## src/rtl/spq_pkg.sv

```systemverilog
// types and codes shared by the sorted priority queue and its cells
package spq_pkg;

    localparam int DATA_W  = 32;
    localparam int PRIO_W  = 16;
    localparam int FUNC_W  = 2;
    localparam int COUNT_W = 5;
    localparam int STAT_W  = 2;

    localparam logic [FUNC_W-1:0] FUNC_INSERT = 2'd0;
    localparam logic [FUNC_W-1:0] FUNC_REMOVE = 2'd1;
    localparam logic [FUNC_W-1:0] FUNC_STATUS = 2'd2;

    localparam logic [STAT_W-1:0] STAT_OK        = 2'd0;
    localparam logic [STAT_W-1:0] STAT_UNDERFLOW = 2'd1;
    localparam logic [STAT_W-1:0] STAT_OVERFLOW  = 2'd2;

    typedef struct packed {
        logic [FUNC_W-1:0]        func;
        logic signed [DATA_W-1:0] item_data;
        logic signed [PRIO_W-1:0] item_priority;
    } t_in;

    typedef struct packed {
        logic signed [DATA_W-1:0] head_data;
        logic                     queue_empty;
        logic [COUNT_W-1:0]       entry_count;
        logic [STAT_W-1:0]        status;
    } t_out;

    typedef struct packed {
        logic                     valid;
        logic signed [DATA_W-1:0] data;
        logic signed [PRIO_W-1:0] prio;
    } t_slot;

    typedef struct packed {
        logic                     insert;
        logic                     remove;
        logic signed [DATA_W-1:0] data;
        logic signed [PRIO_W-1:0] prio;
    } t_cell_cmd;

endpackage

```

## src/rtl/spq_cell.sv

```systemverilog
// one slot of the sorted chain: compare against the new entry and shift
module spq_cell
    import spq_pkg::*;
#(
    parameter bit HEAD = 1'b0
) (
    input  logic      i_clk,
    input  logic      i_rst_n,
    input  t_cell_cmd i_cmd,
    input  t_slot     i_left_slot,
    input  logic      i_left_keep,
    input  t_slot     i_right_slot,
    output t_slot     o_slot,
    output logic      o_keep
);

    logic                     r_valid;
    logic signed [DATA_W-1:0] r_data;
    logic signed [PRIO_W-1:0] r_prio;
    logic                     n_valid;
    logic signed [DATA_W-1:0] n_data;
    logic signed [PRIO_W-1:0] n_prio;
    logic                     w_keep;

    // head yields only to a strictly smaller priority
    always_comb begin
        if (HEAD) begin
            w_keep = r_valid && !(i_cmd.prio < r_prio);
        end else begin
            w_keep = r_valid && (r_prio < i_cmd.prio);
        end
    end

    always_comb begin
        n_valid = r_valid;
        n_data  = r_data;
        n_prio  = r_prio;
        if (i_cmd.insert && !w_keep) begin
            if (i_left_keep) begin
                n_valid = 1'b1;
                n_data  = i_cmd.data;
                n_prio  = i_cmd.prio;
            end else begin
                n_valid = i_left_slot.valid;
                n_data  = i_left_slot.data;
                n_prio  = i_left_slot.prio;
            end
        end else if (i_cmd.remove) begin
            n_valid = i_right_slot.valid;
            n_data  = i_right_slot.data;
            n_prio  = i_right_slot.prio;
        end
    end

    always_ff @(posedge i_clk) begin
        if (!i_rst_n) begin
            r_valid <= 1'b0;
        end else begin
            r_valid <= n_valid;
        end
    end

    always_ff @(posedge i_clk) begin
        r_data <= n_data;
        r_prio <= n_prio;
    end

    assign o_slot = '{valid: r_valid, data: r_data, prio: r_prio};
    assign o_keep = w_keep;

endmodule

```

## src/rtl/sorted_priority_queue.sv

```systemverilog
// top level of the sorted priority queue: cell chain, count and result register
//
// Sorted priority queue of DEPTH entries held in a chain of compare-and-shift
// cells, smallest priority at the head. Each request is an insert, a remove of
// the head, or a status read, and returns one result with the head data, empty
// flag, count and status after the operation. Every cell compares its priority
// with the new one and shifts toward the tail or the head in the same cycle, so
// one request is accepted per clock while the result register is free or being
// taken. An insert into a full queue is dropped with overflow status, a remove
// from an empty queue reports underflow. Ties keep the newer entry ahead of
// older ones of equal priority, except that the head is never displaced by an
// equal priority.
module sorted_priority_queue
    import spq_pkg::*;
#(
    parameter int DEPTH = 16
) (
    input  logic i_clk,
    input  logic i_rst_n,
    input  logic i_in_valid,
    output logic o_in_stall,
    input  t_in  i_in,
    output logic o_out_valid,
    input  logic i_out_stall,
    output t_out o_out
);

    localparam int CNT_W = $clog2(DEPTH + 1);

    logic [CNT_W-1:0]  r_count;
    logic [CNT_W-1:0]  n_count;
    logic [STAT_W-1:0] r_status;
    logic [STAT_W-1:0] n_status;
    logic              r_out_valid;
    logic              w_accept;
    logic              w_full;
    logic              w_empty;
    t_cell_cmd         w_cmd;
    t_slot             w_slot [DEPTH];
    logic              w_keep [DEPTH];

    assign o_in_stall = r_out_valid && i_out_stall;
    assign w_accept   = i_in_valid && !o_in_stall;
    assign w_full     = (r_count == CNT_W'(DEPTH));
    assign w_empty    = (r_count == '0);

    always_comb begin
        w_cmd.insert = w_accept && (i_in.func == FUNC_INSERT) && !w_full;
        w_cmd.remove = w_accept && (i_in.func == FUNC_REMOVE) && !w_empty;
        w_cmd.data   = i_in.item_data;
        w_cmd.prio   = i_in.item_priority;
    end

    always_comb begin
        n_count  = r_count;
        n_status = STAT_OK;
        unique case (i_in.func)
            FUNC_INSERT: begin
                if (w_full) begin
                    n_status = STAT_OVERFLOW;
                end else begin
                    n_count = r_count + CNT_W'(1);
                end
            end
            FUNC_REMOVE: begin
                if (w_empty) begin
                    n_status = STAT_UNDERFLOW;
                end else begin
                    n_count = r_count - CNT_W'(1);
                end
            end
            default: begin
                n_status = STAT_OK;
            end
        endcase
    end

    for (genvar g = 0; g < DEPTH; g++) begin : g_cell
        t_slot w_left;
        t_slot w_right;
        logic  w_left_keep;

        if (g == 0) begin : g_first
            assign w_left      = '0;
            assign w_left_keep = 1'b1;
        end else begin : g_mid
            assign w_left      = w_slot[g-1];
            assign w_left_keep = w_keep[g-1];
        end

        if (g == DEPTH - 1) begin : g_last
            assign w_right = '0;
        end else begin : g_inner
            assign w_right = w_slot[g+1];
        end

        spq_cell #(
            .HEAD (g == 0)
        ) u_cell (
            .i_clk        (i_clk),
            .i_rst_n      (i_rst_n),
            .i_cmd        (w_cmd),
            .i_left_slot  (w_left),
            .i_left_keep  (w_left_keep),
            .i_right_slot (w_right),
            .o_slot       (w_slot[g]),
            .o_keep       (w_keep[g])
        );
    end

    always_ff @(posedge i_clk) begin
        if (!i_rst_n) begin
            r_count     <= '0;
            r_out_valid <= 1'b0;
        end else begin
            if (w_accept) begin
                r_count     <= n_count;
                r_out_valid <= 1'b1;
            end else if (!i_out_stall) begin
                r_out_valid <= 1'b0;
            end
        end
    end

    always_ff @(posedge i_clk) begin
        if (w_accept) begin
            r_status <= n_status;
        end
    end

    // cells hold still while a result waits, so the head is read straight off cell zero
    always_comb begin
        o_out.head_data   = w_slot[0].valid ? w_slot[0].data : '0;
        o_out.queue_empty = (r_count == '0);
        o_out.entry_count = COUNT_W'(r_count);
        o_out.status      = r_status;
    end

    assign o_out_valid = r_out_valid;

endmodule

```

## config.mk

```make
export PLATFORM = sky130hd
export DESIGN_NAME = sorted_priority_queue
export DESIGN_NICKNAME = d
export VERILOG_FILES = /design/src/rtl/spq_pkg.sv /design/src/rtl/spq_cell.sv /design/src/rtl/sorted_priority_queue.sv
export SDC_FILE = /design/constraint.sdc
export NUM_CORES = 2
export LEC_CHECK = 0
export BUFFER_PORTS_ARGS = -buffer_cell sky130_fd_sc_hd__buf_2
export CORE_MARGIN = 2
export CORE_UTILIZATION = 55
export DETAILED_ROUTE_END_ITERATION = 12
export GPL_TIMING_DRIVEN = 0
export MAX_ROUTING_LAYER = met4
export PLACE_DENSITY = 0.77
export REMOVE_ABC_BUFFERS = 1
export SETUP_SLACK_MARGIN = 0.3
export SLEW_MARGIN = 20
export SYNTH_ARGS = -nofsm -noshare
export SYNTH_HDL_FRONTEND = slang
export SYNTH_SLANG_ARGS = --single-unit
```

## constraint.sdc

```tcl
create_clock -name i_clk -period 6.3 [get_ports i_clk]
set_input_delay 0.63 -clock i_clk [delete_from_list [all_inputs] [get_ports i_clk]]
set_output_delay 0.63 -clock i_clk [all_outputs]
set_load 0.02 [all_outputs]
```

After elaboration in Yosys (flattened, before gate mapping) --
Index checks and enable logic that the tools add are counted.
Word-level totals: register bits 792, input bits 54, word-level logic and storage cells 302
Cells by class: add/sub/neg operators 2, order comparisons 16, equality and inequality tests 5, mux-type cells 150, reduce and logical (&&, ||, !) cells 78
Operators with widths (number):
- 32-bit 2-to-1 mux | 48
- 16-bit 2-to-1 mux | 47
- 16-bit less-than comparator | 16
- 1-bit 2-to-1 mux | 50
- 1-bit logical AND | 38
- 2-bit nonzero test | 17
- 1-bit logical NOT | 20
- 5-bit 2-to-1 mux | 2
- 5-bit case mux with 2 select lines | 1
- 5-bit by 1-bit adder with 5-bit output, second input constant | 1
- 5-bit equality test, second input constant | 1
- 5-bit logical NOT | 1
- 5-bit by 1-bit subtractor with 5-bit output, second input constant | 1
- 2-bit != test, second input constant | 2
- 2-bit case mux with 2 select lines | 1
- 4-bit AND reduction | 1
- 2-bit by 1-bit equality test with 1-bit output, second input constant | 1
- 2-bit logical NOT | 1
- 2-bit 2-to-1 mux | 1
- 2-bit by 1-bit != test with 1-bit output, second input constant | 1

Depth between registers and ports, before layout --
word-level depth 7, gate-level depth with buffers 13, gate-level depth less buffers 9

Modules after synthesis --
Synthesis repeated with hierarchy kept, for this count alone.
Unflattened totals: cell total of the unflattened synthesis 3584, area total of the unflattened synthesis 53110.9 um^2
By module, submodules not included:
- spq_cell (g_cell[1].u_cell ...) | times used 9, cells each 218, area an instance 3281.9 um^2
- spq_cell (g_cell[10].u_cell ...) | times used 6, cells each 219, area an instance 3298.2 um^2
- spq_cell (g_cell[0].u_cell) | times used 1, cells each 224, area an instance 3099.2 um^2
- sorted_priority_queue | times used 1, cells each 84, area an instance 685.7 um^2

Least setup slack after synthesis --
No wires, ideal clock.
path kind input-to-reg, start point input i_in[2] (netlist name), end point register g_cell[2].u_cell.r_data[0] (enable), library setup time 520 ps, data arrival time 5886 ps, setup slack -106 ps, stages 11, cells stage by stage inv_1 ha_1 o21a_1 nor2_1 a211o_1 a211o_1 a21o_1 clkbuf_1 buf_4 buf_4 o21ai_0
On the way: longest elaborated chain between the ends 5
Ends and longest elaborated chain:
- start, declared | RTL line sorted_priority_queue.sv:22 | input t_in i_in,
- 16-bit less-than comparator | RTL line spq_cell.sv:30 | w_keep = r_valid && (r_prio < i_cmd.prio);
- 1-bit logical AND | RTL line spq_cell.sv:30
- 1-bit logical NOT | RTL line spq_cell.sv:38 | if (i_cmd.insert && !w_keep) begin
- 1-bit logical AND | RTL line spq_cell.sv:38
- 2-bit nonzero test (no line)
- end signal, assigned | RTL line spq_cell.sv:64 | r_data <= n_data;
- end, declared | RTL line spq_cell.sv:18 | logic signed [DATA_W-1:0] r_data;
No other way between the ends. A chain may end at the register's enable or synchronous reset.

Worst setup path in the final report --
start point input i_in[13] (netlist name), end point register g_cell[12].u_cell.r_data[0] (enable)
On the way: longest elaborated chain between the ends 5
Ends and longest elaborated chain (RTL line):
- 16-bit less-than comparator | spq_cell.sv:30
- 1-bit logical AND | spq_cell.sv:30
- 1-bit logical NOT | spq_cell.sv:38
- 1-bit logical AND | spq_cell.sv:38
- 2-bit nonzero test (no line)
- end signal, assigned | spq_cell.sv:64
- end, declared | spq_cell.sv:18
No other way between the ends.

==> impl_metrics.toml <==
[cells_and_area]
finalNetCount = 4500
final_common_cell = "edfxtp_1"
area.growth.synth_to_final_pct = 11.9
final_cell_mix = "edfxtp_1, a21oi_1, mux2i_1"
design_area_mm2 = 0.0515
multi_input_area_mm2 = 0.0210
drive_above_1_share = 0.0962
regArea_mm2 = 0.0236
nFillCells = 6529

[logic_synthesis]
synth_ff_type = "edfxtp_1"
syn_area_mm2 = 0.0461
synth_edf_count = 770
ys_warn_count = 0
ys_seq_area_frac = 0.511
async_reset_ff_frac = 0
syn_avg_cell_area_um2 = 10.8
ys_types = 77
syn_inst = 4275
ys_ff_latch = 792

[power]
cellLeakagePower_nw = 20.9
power.total_mw = 12.8
power_density_mw_per_mm2 = 248
ir_drop_mv = 0.199

[clock_tree]
clkLatencyLatePin_ns = 0.65
cts_sinks = 792
ctsHoldBuffers = 0
clockBufferDepth = 3
clockRootBuffer = "clkbuf_16"
cts_buffers = 83
clk_pin_slew_ns = 0.06
cts_resized = 0
cts_setup_buffers = 0
cts_tree = "built"
htreeDepth = 3

[drt]
wl_met3_um = 7040
top_layer = "met4"
first_iter_violations = 3132
post-route-drc-count = 0
drt-pass1-iter-count = 5
routed_via_density = 6.56
wl_per_cell_um = 23.0
wl_um = 123000
ant_nets = 0
wirelength_met1_um = 50300
vias = 35108
wl_met2_um = 61700

[placement]
io_buffers = 95
place_hpwl_um = 84100
post_dp_cell_area_mm2 = 0.0488
gp_congestion = 0.892

[die]
die_w_um = 293
die-area_mm2 = 0.0861
core-area_mm2 = 0.0833
start_util = 0.553
ios = 96
die_h_um = 293
row_count = 106

[min_path]
hold_class = "in2reg"

[setup_path]
endpoint_kind = "flip-flop"
cp_max_fo = 43
critPathLaunchType = "input pin"
worst-r2r-setup-slack_ns = 1.77
arrival_ns = 5.38
path_class = "in2reg"
required_ns = 6.61

[timing]
worst_pin_slew_ns = 1.10
period_share = 0.805
min_period_ns = 5.07
rsz0062_at_grt = "false"
hold_viol_final = 0
holdWs_ns = 0.204
setup_viol = 0
finalMaxSlewViolations = 0
slew-limit-headroom = 0.246
skew_ns = 0.0263
max_freq_mhz = 197
setup-tns-final_ns = 0

[global_routing]
grt.overflow.total = 0
grt_util_all_layers = 0.288
grt_first_pass_wirelength_um = 194000
grt_max_degree = 74
grt_pass1_vias = 35408
antenna_found_initial = 4

[status]
status = "complete, no violations"

[job]
drv_cap = 0
## cells in the mapped netlist (8+ instances only)
cell type	instances	area, µm²
and3_1	8	50.1
buf_1	14	52.6
buf_6	8	90.1
buf_4	13	97.6
nand2_1	159	597
edfxtp_1	770	23100
nor2_1	471	1770
a21o_1	55	413
clkbuf_1	228	856
o21a_1	9	67.6
dfxtp_1	22	440
nand3_1	69	345
inv_1	54	203
a211oi_1	14	105
o21ai_0	298	1490
nand2b_1	19	119
a31oi_1	198	1240
and2_1	36	225
ha_1	243	3040
a21oi_1	645	3230
buf_2	105	526
mux2i_1	578	5790
nand4_1	25	156
a2bb2oi_1	49	429
mux2_1	32	360
nor3_1	15	75.1
## power breakdown
| part | internal, mW | switching (mW) |
|---|---|---|
| Clock | 2.85 | 2.16 |
| Sequential | 6.13 | 0.180 |
| Combinational | 0.547 | 0.937 |
## cells by family after synthesis
group	Yosys count	synth area share
AOI/OAI and AO/OA	1347	0.167
adders and majority gates	244	0.0664
buffers and inverters	429	0.0405
muxes	610	0.133
and+or+nand+nor	848	0.0799
xor gates and xnor gates	5	0.000951
DFF	792	0.511
## layer usage
| layer | vias up | global-route usage |
|---|---|---|
| met2 | 1420 | 0.489 |
| met3 | 312 | 0.0287 |
| met1 | 17326 | 0.362 |
| met4 | 0 | 0.0998 |
| li1 | 16050 | - |
| met5 | - | - |
## state kept, by name, indices dropped and copies added (netlist names)
register	flops
g_cell.u_cell.r_valid	16
r_status	2
r_count	5
g_cell.u_cell.r_prio	256
g_cell.u_cell.r_data	512
o_out_valid	1
## per-stage QoR
| step | util | setup slack (ns) | cells |
|---|---|---|---|
| final | 0.619 | 1.23 | 5350 |
| after global routing | 0.619 | 1.12 | 5348 |
| after CTS | 0.619 | 1.42 | 5344 |
| after detailed placement | 0.586 | 0.760 | 5197 |
| after global placement | 0.555 | -7.98 | 5079 |
| after floorplan | - | -2.74 | 3904 |
## layout make-up
type	count	area share
clock inverters	42	0.00874
multi-input cells	3054	0.408
clock buffers	105	0.0435
well taps	1080	0.0262
diodes	6	0.000291
flip-flops and latches	792	0.457
inverters	58	0.00422
repair buffers	213	0.0523
## critical path: stages
cell	delay (ns)
buf_2	0.37
inv_1	0.51
ha_1	0.50
a21o_1	0.13
a21oi_1	0.10
o211ai_1	0.15
a21oi_1	0.18
o21ai_4	0.68
buf_16	0.25
buf_16	0.18
buf_16	0.19
and2_2	0.55
buf_12	0.27
or2_4	0.23
buf_16	0.25
## path summary, 6_finish.rpt
path | cells past startpoint | from | to
worst max-delay path | 15 | i_in[13] | g_cell[12].u_cell.r_data[0]$_DFFE_PP_
worst min-delay path | 2 | i_in_valid | o_out_valid$_SDFFE_PN0P_
worst max register to register | 14 | g_cell[0].u_cell.r_prio[2]$_DFFE_PP_ | g_cell[0].u_cell.r_data[25]$_DFFE_PP_
worst min register to register | 2 | g_cell[14].u_cell.r_valid$_SDFFE_PN0P_ | g_cell[15].u_cell.r_valid$_SDFFE_PN0P_
(Power assumes the default switching activity.)
